## src/sv/fmpd_pkg.sv

```systemverilog
// Package for the fast doubling Fibonacci mod 1000000007 block.
// Holds the modulus, Barrett constant, field widths and the final fold helper.
// No dependencies.
`default_nettype none

package fmpd_pkg;

  localparam int IDX_W = 64;  // index field width
  localparam int FIB_W = 30;  // residue width

  localparam logic [FIB_W-1:0] FIB_MOD = 30'd1000000007;
  // floor(2^60 / FIB_MOD), 31 bits
  localparam logic [30:0] BARRETT_MU = 31'd1152921496;

  // Fold a value below 3*FIB_MOD into 0..FIB_MOD-1.
  function automatic logic [FIB_W-1:0] mod_fold(input logic [31:0] x);
    logic [32:0] d1;
    logic [32:0] d2;
    d1 = {1'b0, x} - {3'b000, FIB_MOD};
    d2 = {1'b0, x} - {2'b00, FIB_MOD, 1'b0};
    if (!d2[32]) begin
      return d2[FIB_W-1:0];
    end else if (!d1[32]) begin
      return d1[FIB_W-1:0];
    end else begin
      return x[FIB_W-1:0];
    end
  endfunction

endpackage

`default_nettype wire

```

## src/sv/fibonacci_mod_prime_doubling_top.sv

```systemverilog
// Fast doubling Fibonacci modulo 1000000007, iterative over the index bits.
// Depends on fmpd_pkg (modulus, Barrett constant, fold helper).
//
//   channel | ports                          | direction | width
//   --------+--------------------------------+-----------+------
//   input   | in_valid, in_ready, in_index   | in        | 64
//   result  | out_valid, out_ready,          | out       | 30
//           | out_fib_value                  |           |
//
// Multiplier: one shared 32x32 multiplier serves every walked index bit; each
//   modular product takes three passes (product, Barrett quotient, quotient
//   times modulus) plus a fold.
// Reset: rst_n synchronous, active low; clears the sequencer and the result valid.
// Stalls: in_ready is high only while idle. A finished result waits in the output
//   register; a new index is taken meanwhile, and its result holds in the done
//   state until the register frees up.
`default_nettype none

module fibonacci_mod_prime_doubling_top #(
  parameter int INDEX_BITS = fmpd_pkg::IDX_W
) (
  input  wire logic                       clk,
  input  wire logic                       rst_n,
  input  wire logic                       in_valid,
  output logic                            in_ready,
  input  wire logic [fmpd_pkg::IDX_W-1:0] in_index,
  output logic                            out_valid,
  input  wire logic                       out_ready,
  output logic [fmpd_pkg::FIB_W-1:0]      out_fib_value
);

  import fmpd_pkg::*;

  // walked index width, held to 1..IDX_W
  localparam int WALK_BITS = (INDEX_BITS > IDX_W) ? IDX_W :
                             ((INDEX_BITS < 1) ? 1 : INDEX_BITS);
  localparam int CNT_W = (WALK_BITS > 1) ? $clog2(WALK_BITS) : 1;

  // sequencer states
  localparam logic [3:0] S_IDLE = 4'd0;
  localparam logic [3:0] S_TW   = 4'd1;  // twice = 2F(k+1) - F(k)
  localparam logic [3:0] S_MUL0 = 4'd2;  // P = a*b
  localparam logic [3:0] S_MUL1 = 4'd3;  // (P >> 29) * mu
  localparam logic [3:0] S_MUL2 = 4'd4;  // q * modulus
  localparam logic [3:0] S_MUL3 = 4'd5;  // fold P - q*modulus
  localparam logic [3:0] S_ODD  = 4'd6;  // F(k)^2 + F(k+1)^2
  localparam logic [3:0] S_UPD  = 4'd7;  // pick new pair, next bit
  localparam logic [3:0] S_DONE = 4'd8;

  // which modular product is in flight
  localparam logic [1:0] OP_EVEN = 2'd0;  // F(k) * twice
  localparam logic [1:0] OP_SQK  = 2'd1;  // F(k)^2
  localparam logic [1:0] OP_SQK1 = 2'd2;  // F(k+1)^2

  logic [3:0]            state_r, state_nxt;
  logic [1:0]            op_r, op_nxt;
  logic [CNT_W-1:0]      cnt_r, cnt_nxt;
  logic [WALK_BITS-1:0]  idx_r, idx_nxt;
  logic [FIB_W-1:0]      fk_r, fk_nxt;
  logic [FIB_W-1:0]      fk1_r, fk1_nxt;
  logic [FIB_W-1:0]      tw_r, tw_nxt;
  logic [FIB_W-1:0]      ev_r, ev_nxt;
  logic [FIB_W-1:0]      sq1_r, sq1_nxt;
  logic [FIB_W-1:0]      sq2_r, sq2_nxt;
  logic [63:0]           prod_r, prod_nxt;
  logic [31:0]           plo_r, plo_nxt;
  logic                  out_valid_r, out_valid_nxt;
  logic [FIB_W-1:0]      out_val_r, out_val_nxt;

  // shared multiplier and fold unit
  logic [31:0]      mul_a, mul_b;
  logic [63:0]      mul_p;
  logic [31:0]      fold_in;
  logic [FIB_W-1:0] fold_out;

  assign mul_p    = mul_a * mul_b;
  assign fold_out = mod_fold(fold_in);

  assign in_ready      = (state_r == S_IDLE);
  assign out_valid     = out_valid_r;
  assign out_fib_value = out_val_r;

  // multiplier operand select
  always_comb begin
    mul_a = '0;
    mul_b = '0;
    case (state_r)
      S_MUL0: begin
        case (op_r)
          OP_EVEN: begin
            mul_a = {2'b00, fk_r};
            mul_b = {2'b00, tw_r};
          end
          OP_SQK: begin
            mul_a = {2'b00, fk_r};
            mul_b = {2'b00, fk_r};
          end
          default: begin
            mul_a = {2'b00, fk1_r};
            mul_b = {2'b00, fk1_r};
          end
        endcase
      end
      S_MUL1: begin
        mul_a = {1'b0, prod_r[59:29]};
        mul_b = {1'b0, BARRETT_MU};
      end
      S_MUL2: begin
        mul_a = {1'b0, prod_r[61:31]};
        mul_b = {2'b00, FIB_MOD};
      end
      default: begin
        mul_a = '0;
        mul_b = '0;
      end
    endcase
  end

  // fold input select; every source stays below 3*modulus
  always_comb begin
    case (state_r)
      S_TW:    fold_in = {1'b0, fk1_r, 1'b0} + {2'b00, FIB_MOD} - {2'b00, fk_r};
      S_MUL3:  fold_in = plo_r - prod_r[31:0];
      S_ODD:   fold_in = {2'b00, sq1_r} + {2'b00, sq2_r};
      S_UPD:   fold_in = {2'b00, ev_r} + {2'b00, sq1_r};
      default: fold_in = '0;
    endcase
  end

  always_comb begin
    state_nxt     = state_r;
    op_nxt        = op_r;
    cnt_nxt       = cnt_r;
    idx_nxt       = idx_r;
    fk_nxt        = fk_r;
    fk1_nxt       = fk1_r;
    tw_nxt        = tw_r;
    ev_nxt        = ev_r;
    sq1_nxt       = sq1_r;
    sq2_nxt       = sq2_r;
    prod_nxt      = prod_r;
    plo_nxt       = plo_r;
    out_valid_nxt = out_valid_r;
    out_val_nxt   = out_val_r;

    if (out_valid_r && out_ready) begin
      out_valid_nxt = 1'b0;
    end

    case (state_r)
      S_IDLE: begin
        if (in_valid) begin
          idx_nxt   = in_index[WALK_BITS-1:0];
          cnt_nxt   = CNT_W'(WALK_BITS - 1);
          fk_nxt    = '0;
          fk1_nxt   = FIB_W'(1);
          state_nxt = S_TW;
        end
      end
      S_TW: begin
        tw_nxt    = fold_out;
        op_nxt    = OP_EVEN;
        state_nxt = S_MUL0;
      end
      S_MUL0: begin
        prod_nxt  = mul_p;
        plo_nxt   = mul_p[31:0];
        state_nxt = S_MUL1;
      end
      S_MUL1: begin
        prod_nxt  = mul_p;
        state_nxt = S_MUL2;
      end
      S_MUL2: begin
        prod_nxt  = mul_p;
        state_nxt = S_MUL3;
      end
      S_MUL3: begin
        case (op_r)
          OP_EVEN: begin
            ev_nxt    = fold_out;
            op_nxt    = OP_SQK;
            state_nxt = S_MUL0;
          end
          OP_SQK: begin
            sq1_nxt   = fold_out;
            op_nxt    = OP_SQK1;
            state_nxt = S_MUL0;
          end
          default: begin
            sq2_nxt   = fold_out;
            state_nxt = S_ODD;
          end
        endcase
      end
      S_ODD: begin
        sq1_nxt   = fold_out;  // sq1 now holds F(2k+1)
        state_nxt = S_UPD;
      end
      S_UPD: begin
        if (idx_r[WALK_BITS-1]) begin
          fk_nxt  = sq1_r;
          fk1_nxt = fold_out;
        end else begin
          fk_nxt  = ev_r;
          fk1_nxt = sq1_r;
        end
        idx_nxt = idx_r << 1;
        if (cnt_r == '0) begin
          state_nxt = S_DONE;
        end else begin
          cnt_nxt   = cnt_r - CNT_W'(1);
          state_nxt = S_TW;
        end
      end
      S_DONE: begin
        // output register free, or freed by this transfer
        if (!out_valid_r || out_ready) begin
          out_valid_nxt = 1'b1;
          out_val_nxt   = fk_r;
          state_nxt     = S_IDLE;
        end
      end
      default: begin
        state_nxt = S_IDLE;
      end
    endcase
  end

  always_ff @(posedge clk) begin
    if (!rst_n) begin
      state_r     <= S_IDLE;
      out_valid_r <= 1'b0;
    end else begin
      state_r     <= state_nxt;
      out_valid_r <= out_valid_nxt;
    end
    op_r      <= op_nxt;
    cnt_r     <= cnt_nxt;
    idx_r     <= idx_nxt;
    fk_r      <= fk_nxt;
    fk1_r     <= fk1_nxt;
    tw_r      <= tw_nxt;
    ev_r      <= ev_nxt;
    sq1_r     <= sq1_nxt;
    sq2_r     <= sq2_nxt;
    prod_r    <= prod_nxt;
    plo_r     <= plo_nxt;
    out_val_r <= out_val_nxt;
  end

endmodule

`default_nettype wire
```

## config.mk

```make
export PLATFORM = sky130hd
export DESIGN_NAME = fibonacci_mod_prime_doubling_top
export DESIGN_NICKNAME = d
export VERILOG_FILES = /design/src/sv/fmpd_pkg.sv /design/src/sv/fibonacci_mod_prime_doubling_top.sv
export SDC_FILE = /design/constraint.sdc
export NUM_CORES = 2
export LEC_CHECK = 0
export BUFFER_PORTS_ARGS = -buffer_cell sky130_fd_sc_hd__buf_4
export CAP_MARGIN = 25
export CORE_MARGIN = 3
export CORE_UTILIZATION = 50
export CTS_BUF_LIST = sky130_fd_sc_hd__clkbuf_2
export CTS_CLUSTER_DIAMETER = 30
export DETAILED_ROUTE_END_ITERATION = 16
export PLACE_DENSITY = 0.72
export SETUP_SLACK_MARGIN = 0.4
export SYNTH_ARGS = -nofsm -noshare
export SYNTH_HDL_FRONTEND = slang
export SYNTH_SLANG_ARGS = --single-unit
```

## constraint.sdc

```tcl
create_clock -name clk -period 10.35 [get_ports clk]
set_input_delay 2.07 -clock clk [delete_from_list [all_inputs] [get_ports clk]]
set_output_delay 2.07 -clock clk [all_outputs]
set_load 0.01 [all_outputs]
```

==> qor.yml <==
run_status:
  status: "completed"
sta:
  setup_viol: 0
  hold_ws_ns: 0.484
  rsz0062_at_grt: "true"
  fmax_ghz: 0.104
  min_period_over_period_pct: 93.3
  finalSetupTns_ns: 0
  fin_ws_ns: 0.691
  slew_headroom_pct: 28.0
  tightestPinTransition_ns: 1.07
  skew_ns: 0.196
  drv_slew: 0
  fin_crit_ns: 9.66
  hold_violations: 0
critical_path:
  cp-start-kind: "flip-flop"
  worst_path_max_delay_cell: "fa_1"
  cp_common_cell: "fa_1"
  cpPeakStageDelay_ns: 0.59
  cp_data_required_time_ns: 11.40
  setup.worst_path.class: "reg -> reg"
  cp_data_arrival_time_ns: 10.71
  critPathMaxFanout: 17
  worstSetupEndpointType: "flip-flop"
clocking:
  worst_skew_pair.late_latency_ns: 1.30
  path_clk_slew_ns: 0.10
  cts_tree: "built"
  htreeDepth: 3
  clock-sinks: 381
  clockRootBuffer: "clkbuf_2"
  clk_path_buf_depth: 3
  cts_inserted_buffers: 105
yosys:
  ys_seq_area_share_pct: 21.5
  netlist_area_sq_um: 52900
  synth_top_area_cell: "fa_1"
  synth_cells: 5709
  synth_area_per_cell_sq_um: 9.27
  synth_ff_type: "edfxtp_1"
  async_flop_share_pct: 0
  synth_top_cell_area_share_pct: 31.8
  synth.area.top_cells: "fa_1 32%, edfxtp_1 21%, ha_1 8.9%"
  ys_ff_latch: 381
  synth.distinct_cells: 97
  yosysWarnings: 0
  synth_edf_count: 376
grt:
  grt_pass1_wl_mm: 260
  grt_start_max_net_pins: 87
  first_global_vias: 43600
  groute.usage.overall_pct: 31.2
  grt-ovfl-total: 0
  antenna_found_initial: 5
pwr:
  leakagePower_nw: 27.0
  powerDensity_nw_per_um2: 80.9
  vdd_drop_max_mv: 0.104
  power_w: 0.00463
placed_design:
  io_buffers: 99
  hpwlAfterDp_mm: 137
  place_ws_ns: 0.399
  gp_congestion: 1.02
layout:
  syn_to_final_growth_pct: 8.23
  final_net_count: 7130
  final_common_cell: "inv_1"
  final_cell_mix: "910 x inv_1, 884 x nand2_1, 840 x fa_1, 696 x nor2_1, 378 x ha_1"
  layout-drive-gt1-share_pct: 9.77
  final_core_util_pct: 55.0
routing:
  detail_route.first_pass.iterations: 6
  wirelength_mm: 171
  via_per_inst: 5.85
  ant_nets: 0
  drc: 0
  wl_per_cell_um: 23.4
  vias: 42700
  drt_iter0_drc: 4517
floorplan:
  die_h_um: 331
  core_area_sq_um: 104000
  die_x_um: 331
  num_rows: 118
  io_pins: 100
  initial_core_util_pct: 50.8
  die_area_sq_um: 110000
flow_run:
  cap_violations: 0
min_path:
  worstHoldPathType: "reg -> reg"
routing by layer:
metal | global-route usage [%] | routed length, um
met5 | 0 | 63
met4 | 15.0 | 9900
met3 | 8.90 | 19300
met2 | 48.3 | 76500
met1 | 40.5 | 65300
power by group:
group | leakage [nW] | internal, W | switching (W)
Clock | 0.782 | 0.000497 | 0.000707
Sequential | 3.57 | 0.00185 | 0.0000676
Combinational | 22.7 | 0.000478 | 0.00103
registers in the layout, indices dropped and copies added (netlist names), 6 cells and up:
name,cells
cnt_r,6
ev_r,30
fk1_r,30
fk_r,30
idx_r,64
out_fib_value,30
plo_r,32
prod_r,62
sq1_r,30
sq2_r,30
tw_r,30
cells in the mapped netlist (17+ instances only):
cell type    n
and3_1      23
o211ai_1    31
clkbuf_1   243
a211o_1     29
nand4_1     23
ha_1       378
nor3_1      41
inv_1      910
a21oi_1    173
and2_1      70
nor2_1     700
a31oi_1     22
o21bai_1    25
xor2_1      49
edfxtp_1   376
o21ai_0    114
mux2i_1     94
xnor2_1     84
nand3_1     48
or3_1       17
o21ai_1     21
or2_2       23
nand2_1    888
a211oi_1    37
a21o_1      84
nor2b_1     18
fa_1       840
nand2b_1    34
o21a_1      72
path summary, 6_finish.rpt:
kind	start	to	slack (ns)	depth (start not counted)
setup / recovery	state_r[1]	prod_r[59]	0.69	32
hold / removal	ev_r[28]	fk_r[28]	0.48	2
setup reg to reg	state_r[1]	prod_r[59]	0.69	32
hold reg to reg	ev_r[28]	fk_r[28]	0.48	2
kinds of logic after synthesis:
group,after synthesis,synth area share [%]
and+or+nand+nor,1930,15.3
adders and majority gates,1218,40.7
buffers and inverters,1179,8.43
AOI/OAI and AO/OA,768,9.93
DFF,381,21.5
xor gates and xnor gates,133,2.20
muxes,98,1.86
other,2,0.0142
critical path, delay by kind of cell (launching register included):
kind	cells	cell delay, ns
adder cells (fa/ha/maj)	9	4.38
AO/OA/AOI/OAI	11	2.59
AND/OR/NAND/NOR	7	1.07
buffers and inverters	4	0.77
flip-flops	1	0.45
XOR/XNOR	1	0.11
what timing repair did:
action	CTS	global route
setup endpoints to repair	0	13
gates resized for setup	0	23
hold buffers	0	0
endpoints found under the hold margin	0	0
setup buffers	0	3
through the flow:
| stage | area (sq um) | instances |
|---|---|---|
| final | 57300 | 7308 |
| after global placement | 56100 | 7112 |
| after detailed placement | 56100 | 7113 |
| after floorplan | 52900 | 5713 |
| after CTS | 57200 | 7302 |
| after global routing | 57300 | 7307 |
final cells by class:
class,instances,area [sq um]
multi-input combinational,4153,37400
antenna,2,5.00
timing repair buffer,291,2310
fill,9443,46900
sequential,381,11400
clock buffer,144,721
tap,1380,1730
clock inverter,45,333
inverter,912,3420
Note: power is estimated with default switching activity, not from simulation.
